`config.mk`:
```
export PLATFORM = sky130hd
export DESIGN_NAME = vna_ctrl
export DESIGN_NICKNAME = d
export VERILOG_FILES = /design/src/sv/vna_pkg.sv /design/src/sv/vna_ctrl.sv
export SDC_FILE = /design/constraint.sdc
export NUM_CORES = 1
export LEC_CHECK = 0
export ABC_AREA = 1
export ABC_CLOCK_PERIOD_IN_PS = 1800
export BUFFER_PORTS_ARGS = -buffer_cell sky130_fd_sc_hd__buf_2
export CAP_MARGIN = 20
export CORE_MARGIN = 3
export CORE_UTILIZATION = 25
export CTS_BUF_LIST = sky130_fd_sc_hd__clkbuf_16
export DETAILED_ROUTE_END_ITERATION = 10
export GPL_ROUTABILITY_DRIVEN = 0
export PLACE_DENSITY = 0.48
export SETUP_SLACK_MARGIN = 0.5
export SYNTH_ARGS = -nofsm -noshare
export SYNTH_HDL_FRONTEND = slang
export SYNTH_SLANG_ARGS = --single-unit
```
`constraint.sdc`:
```
create_clock -name clk -period 1.8 [get_ports clk]
set_input_delay 0.45 -clock clk [delete_from_list [all_inputs] [get_ports clk]]
set_output_delay 0.45 -clock clk [all_outputs]
set_load 0.03 [all_outputs]
```
`src/sv/vna_pkg.sv`:
```
`timescale 1ns / 1ps
// shared types and constants for the vertex normal accumulator
package vna_pkg;

  localparam logic [1:0] ACT_WRITE = 2'd0;
  localparam logic [1:0] ACT_TRI   = 2'd1;
  localparam logic [1:0] ACT_READ  = 2'd2;

  localparam int CNT_W = 6;

  localparam logic [CNT_W-1:0] RDPOS_LAST = 6'd3;
  localparam logic [CNT_W-1:0] CROSS_LAST = 6'd6;
  localparam logic [CNT_W-1:0] RDSUM_LAST = 6'd1;
  localparam logic [CNT_W-1:0] SQ_LAST    = 6'd3;
  localparam logic [CNT_W-1:0] SQRT_LAST  = 6'd32;
  localparam logic [CNT_W-1:0] DIV_LAST   = 6'd18;
  localparam logic [CNT_W-1:0] ACC_LAST   = 6'd1;

  localparam logic [1:0] LAST_CORNER = 2'd2;

  typedef enum logic [4:0] {
    OP_NONE,
    OP_LATCH,
    OP_WRITE,
    OP_RDPOS,
    OP_EDGE,
    OP_ESHIFT,
    OP_CROSS,
    OP_RDSUM,
    OP_PREP,
    OP_NORM,
    OP_SQ,
    OP_SQRT,
    OP_DIV,
    OP_ACC,
    OP_OUT_N,
    OP_OUT_DEF,
    OP_OUT_ZERO
  } dp_op_t;

  typedef struct packed {
    dp_op_t           op;
    logic [1:0]       k;
    logic [CNT_W-1:0] cnt;
  } dp_cmd_t;

  typedef struct packed {
    logic ok_first;
    logic ok_all;
    logic zero;
    logic norm_done;
  } dp_stat_t;

endpackage

```
`src/sv/vna_ctrl.sv`:
```
`timescale 1ns / 1ps
// sequencing state machine for the vertex normal accumulator
module vna_ctrl import vna_pkg::*; (
  input  logic       clk,
  input  logic       rst_n,
  input  logic       start,
  input  logic [1:0] action,
  input  dp_stat_t   stat,
  output logic       busy,
  output logic       out_valid,
  output logic       out_status,
  output dp_cmd_t    cmd
);

  typedef enum logic [14:0] {
    S_IDLE   = 15'b000000000000001,
    S_WRITE  = 15'b000000000000010,
    S_RDPOS  = 15'b000000000000100,
    S_EDGE   = 15'b000000000001000,
    S_ESHIFT = 15'b000000000010000,
    S_CROSS  = 15'b000000000100000,
    S_RDSUM  = 15'b000000001000000,
    S_PREP   = 15'b000000010000000,
    S_NORM   = 15'b000000100000000,
    S_SQ     = 15'b000001000000000,
    S_SQRT   = 15'b000010000000000,
    S_DIV    = 15'b000100000000000,
    S_ACC    = 15'b001000000000000,
    S_FIN    = 15'b010000000000000,
    S_DONE   = 15'b100000000000000
  } state_t;

  state_t           state_r, state_nxt;
  logic [CNT_W-1:0] cnt_r, cnt_nxt;
  logic [1:0]       k_r, k_nxt;
  logic             read_r, read_nxt;
  logic             status_r, status_nxt;
  dp_op_t           osel_r, osel_nxt;

  always_comb begin
    state_nxt  = state_r;
    cnt_nxt    = cnt_r;
    k_nxt      = k_r;
    read_nxt   = read_r;
    status_nxt = status_r;
    osel_nxt   = osel_r;
    cmd.op     = OP_NONE;
    cmd.k      = k_r;
    cmd.cnt    = cnt_r;
    case (state_r)
      S_IDLE: begin
        if (start) begin
          cmd.op     = OP_LATCH;
          cnt_nxt    = '0;
          k_nxt      = '0;
          read_nxt   = (action == ACT_READ);
          status_nxt = 1'b0;
          osel_nxt   = OP_OUT_ZERO;
          if (action == ACT_WRITE && stat.ok_first) begin
            state_nxt = S_WRITE;
          end else if (action == ACT_TRI && stat.ok_all) begin
            state_nxt = S_RDPOS;
          end else if (action == ACT_READ && stat.ok_first) begin
            state_nxt = S_RDSUM;
          end else begin
            status_nxt = 1'b1;
            state_nxt  = S_FIN;
          end
        end
      end
      S_WRITE: begin
        cmd.op    = OP_WRITE;
        state_nxt = S_FIN;
      end
      S_RDPOS: begin
        cmd.op = OP_RDPOS;
        if (cnt_r == RDPOS_LAST) begin
          cnt_nxt   = '0;
          state_nxt = S_EDGE;
        end else begin
          cnt_nxt = cnt_r + 1'b1;
        end
      end
      S_EDGE: begin
        cmd.op    = OP_EDGE;
        state_nxt = S_ESHIFT;
      end
      S_ESHIFT: begin
        cmd.op    = OP_ESHIFT;
        state_nxt = S_CROSS;
      end
      S_CROSS: begin
        cmd.op = OP_CROSS;
        if (cnt_r == CROSS_LAST) begin
          cnt_nxt   = '0;
          state_nxt = S_PREP;
        end else begin
          cnt_nxt = cnt_r + 1'b1;
        end
      end
      S_RDSUM: begin
        cmd.op = OP_RDSUM;
        if (cnt_r == RDSUM_LAST) begin
          cnt_nxt   = '0;
          state_nxt = S_PREP;
        end else begin
          cnt_nxt = cnt_r + 1'b1;
        end
      end
      S_PREP: begin
        cmd.op = OP_PREP;
        if (stat.zero) begin
          osel_nxt  = read_r ? OP_OUT_DEF : OP_OUT_ZERO;
          state_nxt = S_FIN;
        end else begin
          state_nxt = S_NORM;
        end
      end
      S_NORM: begin
        cmd.op = OP_NORM;
        if (stat.norm_done) begin
          cnt_nxt   = '0;
          state_nxt = S_SQ;
        end
      end
      S_SQ: begin
        cmd.op = OP_SQ;
        if (cnt_r == SQ_LAST) begin
          cnt_nxt   = '0;
          state_nxt = S_SQRT;
        end else begin
          cnt_nxt = cnt_r + 1'b1;
        end
      end
      S_SQRT: begin
        cmd.op = OP_SQRT;
        if (cnt_r == SQRT_LAST) begin
          cnt_nxt   = '0;
          k_nxt     = '0;
          state_nxt = S_DIV;
        end else begin
          cnt_nxt = cnt_r + 1'b1;
        end
      end
      S_DIV: begin
        cmd.op = OP_DIV;
        if (cnt_r == DIV_LAST) begin
          cnt_nxt = '0;
          if (k_r == LAST_CORNER) begin
            k_nxt = '0;
            if (read_r) begin
              osel_nxt  = OP_OUT_N;
              state_nxt = S_FIN;
            end else begin
              state_nxt = S_ACC;
            end
          end else begin
            k_nxt = k_r + 1'b1;
          end
        end else begin
          cnt_nxt = cnt_r + 1'b1;
        end
      end
      S_ACC: begin
        cmd.op = OP_ACC;
        if (cnt_r == ACC_LAST) begin
          cnt_nxt = '0;
          if (k_r == LAST_CORNER) begin
            state_nxt = S_FIN;
          end else begin
            k_nxt = k_r + 1'b1;
          end
        end else begin
          cnt_nxt = cnt_r + 1'b1;
        end
      end
      S_FIN: begin
        cmd.op    = osel_r;
        state_nxt = S_DONE;
      end
      S_DONE: begin
        state_nxt = S_IDLE;
      end
      default: begin
        state_nxt = S_IDLE;
      end
    endcase
  end

  always_ff @(posedge clk) begin
    if (!rst_n) begin
      state_r  <= S_IDLE;
      cnt_r    <= '0;
      k_r      <= '0;
      read_r   <= 1'b0;
      status_r <= 1'b0;
      osel_r   <= OP_OUT_ZERO;
    end else begin
      state_r  <= state_nxt;
      cnt_r    <= cnt_nxt;
      k_r      <= k_nxt;
      read_r   <= read_nxt;
      status_r <= status_nxt;
      osel_r   <= osel_nxt;
    end
  end

  assign busy       = (state_r != S_IDLE);
  assign out_valid  = (state_r == S_DONE);
  assign out_status = status_r;

endmodule

```
==> impl_metrics.py <==
metrics = {
    "run_status": {
        "status": "finished, violations left",
        "violations": "negative setup slack",
    },
    "clocking": {
        "cts_root_buf": "clkbuf_16",
        "cts_sinks": 28,
        "clock_path_buffers": 2,
        "htreeDepth": 1,
        "cts_made_buffers": 3,
        "cts_hold_buf": 0,
        "clkTransAtPathRegs_ns": 0.07,
        "cts_tree": "done",
        "clk_latency_ns": 0.27,
    },
    "critical_path": {
        "critPathKind": "reg -> out",
        "startpoint_type": "register",
        "critPathArrivalTime_ns": 1.75,
        "crit_fanout": 7,
        "critPathCaptureType": "primary output",
        "worstPathRequired_ns": 1.35,
    },
    "die": {
        "fp.dieH_um": 100,
        "rows": 33,
        "die_w_um": 100,
        "ioPinCount": 25,
        "die_area_um2": 10100,
        "core_area_um2": 8420,
        "initial_core_util_pct": 26.5,
    },
    "place": {
        "hpwlAfterDp_mm": 5.68,
        "port_buffers": 24,
        "place_ws_ns": -0.166,
        "postPlaceCellArea_um2": 3130,
    },
    "timing": {
        "rsz0062_at_grt": "yes",
        "fmax_mhz": 454,
        "relSlewSlack_pct": 77.7,
        "layout_setup_ws_ns": -0.404,
        "worst_pin_slew_ns": 0.334,
        "finalCritPeriodShare_pct": 122,
        "skew_ns": 0.00521,
        "setup_violations": 29,
        "min_period_ns": 2.20,
        "hold_viol": 0,
        "finalMaxSlewViolations": 0,
    },
    "final_layout": {
        "fill_cells": 875,
        "syn_to_final_growth_pct": 70.5,
        "final_area_um2": 3800,
        "num_antenna_cells": 0,
        "layout.nets": 486,
        "drive_above_1_share_pct": 52.7,
    },
    "route": {
        "wl_mm": 7.61,
        "num_vias": 2614,
        "ant_nets": 0,
        "dr.pass1.iters": 4,
        "avgRoutedWirePerCell_um": 13.3,
        "viasPerCell": 4.55,
        "drtIter0Drc": 115,
        "drc": 0,
    },
    "grt": {
        "antenna_found_initial": 0,
        "grt_overflow_total": 0,
        "grt.total_usage_pct": 15.0,
        "grt_max_degree": 17,
        "grt_first_pass_wirelength_mm": 12.0,
        "grt_pass1_vias": 2513,
    },
    "power": {
        "leakage_nw": 1.94,
        "p_per_area_nw_per_um2": 2080,
        "total_power_mw": 7.91,
        "vdd_drop_max_mv": 0.865,
    },
    "logic_synthesis": {
        "synth_nets": 374,
        "ys_seq_area_share_pct": 25.1,
        "synth_cells": 358,
        "synth_cell_types": 29,
        "synth_area_leader_cell": "dfxtp_1",
        "netlist.area_leader.share_pct": 25.1,
        "synth.avg_cell_area_um2": 6.23,
        "syn-cell-area_um2": 2230,
        "synth_seq_cells": 28,
        "ys_warn_count": 0,
        "netlist_top_cells_area": "dfxtp_1, nand2_1, nor2_1",
    },
    "flow_run": {
        "cap_violations": 0,
    },
    "min_path": {
        "min_path_type": "reg -> reg",
    },
}
-- layer usage --
layer  track usage (%)  wire, µm  vias to the layer above
met2              25.3      3760                       44
met1              19.7      3490                     1217
met4              4.25       164                        0
met3              2.35       197                       16
met5                 0         0                        -
li1                  -         -                     1337
-- kinds of logic after synthesis --
| family | after synthesis | share of synthesized area [%] |
|---|---|---|
| buf+inv | 61 | 11.3 |
| compound gates | 22 | 5.33 |
| xor+xnor | 3 | 1.18 |
| flops | 28 | 25.1 |
| fa+ha+maj | 7 | 3.93 |
| simple gates | 237 | 53.2 |
-- layout by cell type (no fill, tap or decap), types with 2 or more instances in the layout --
cell type / count
buf_2: 9
a21oi_1: 8
buf_12: 3
a21oi_2: 6
o21ai_2: 4
nand2_2: 16
ha_1: 7
o21ai_0: 2
nand2_1: 68
nand3_2: 11
nor2_2: 7
nor3_2: 3
inv_6: 2
inv_1: 41
nand4_1: 7
buf_4: 75
nor2_4: 16
inv_2: 10
inv_4: 3
dfxtp_2: 15
nand2_4: 22
buf_6: 21
nand3_4: 6
dfxtp_1: 7
nor2_1: 48
nand2_8: 2
clkbuf_16: 4
xor2_1: 2
nor3_1: 3
dfxtp_4: 6
nand3b_1: 5
nand3_1: 21
-- final timing paths --
path	start	end	slack (ns)	depth (start not counted)
worst min register to register	out_status$_SDFFE_PN0P_	out_status$_SDFFE_PN0P_	0.46	2
worst min-delay path	out_status$_SDFFE_PN0P_	out_status$_SDFFE_PN0P_	0.46	2
worst max-delay path	state_r[8]$_SDFFE_PN0P_	cmd[8]	-0.40	8
worst max register to register	state_r[3]$_SDFFE_PN0P_	state_r[13]$_SDFFE_PN0P_	-0.21	14
-- timing repair --
item / 4_1_cts / 5_1_grt
endpoints found under the setup margin: 39 / 43
endpoints found under the hold margin: 0 / 0
pin swaps: 18 / 23
buffers inserted: 10 / 11
gates resized for setup: 53 / 63
gates cloned: 1 / 0
-- per-stage QoR --
stage          cells  hold slack (ns)   TNS, ns  util (%)
6_report         574            0.455     -4.97      45.2
5_1_grt          574            0.477     -8.32      45.2
4_1_cts          563            0.461     -3.26      41.5
3_5_place_dp     548            0.447     -1.58      37.2
3_3_place_gp     548            0.445     -1.00      37.2
2_1_floorplan    358            0.429  -0.00173         -
-- sequential cells by signal, summed over array words and instances (netlist names) --
signal	cells
cnt_r	6
k_r	2
out_status	1
osel_r	3
state_r	15
read_r	1
-- critical path: stages, from the launching register on --
cell and delay (ns):
dfxtp_2 0.37, nor2_4 0.05, nand2_4 0.08, nor2_4 0.05, buf_12 0.13, nand4_1 0.11, nand4_1 0.14, or3_4 0.41
buf_6 0.15
-- area by class of cell --
cell class                 count  area (µm²)  share of cell area, %
timing repair buffer         110         927                   24.4
inverter                      57         239                   6.28
tap                          105         131                   3.45
multi-input combinational    270        1800                   47.4
clock buffer                   4         100                   2.63
sequential                    28         602                   15.8
-- cell usage after synthesis --
library cell,instances
nor4_1,1
inv_1,53
inv_6,1
nand3b_1,5
o21ai_0,5
xnor2_1,1
nor3_1,6
nor2_2,9
ha_1,7
o21ai_2,1
nand2_4,9
xor2_1,2
nor2_4,5
or3_1,1
nand2_1,87
buf_2,2
buf_6,2
a21oi_1,14
dfxtp_1,28
nor2_8,1
nand4_1,7
nand2_2,10
o211ai_1,1
nand3_2,3
inv_2,3
nand3_1,35
a21boi_0,1
nor2_1,57
nand2_8,1
-- power by group --
group	switching (mW)	internal [mW]	total [mW]	leakage, nW
registers	0.155	0.821	0.976	0.239
logic	3.49	2.83	6.31	1.65
clock network	0.235	0.388	0.622	0.0493
Note: power is estimated with default switching activity, not from simulation.
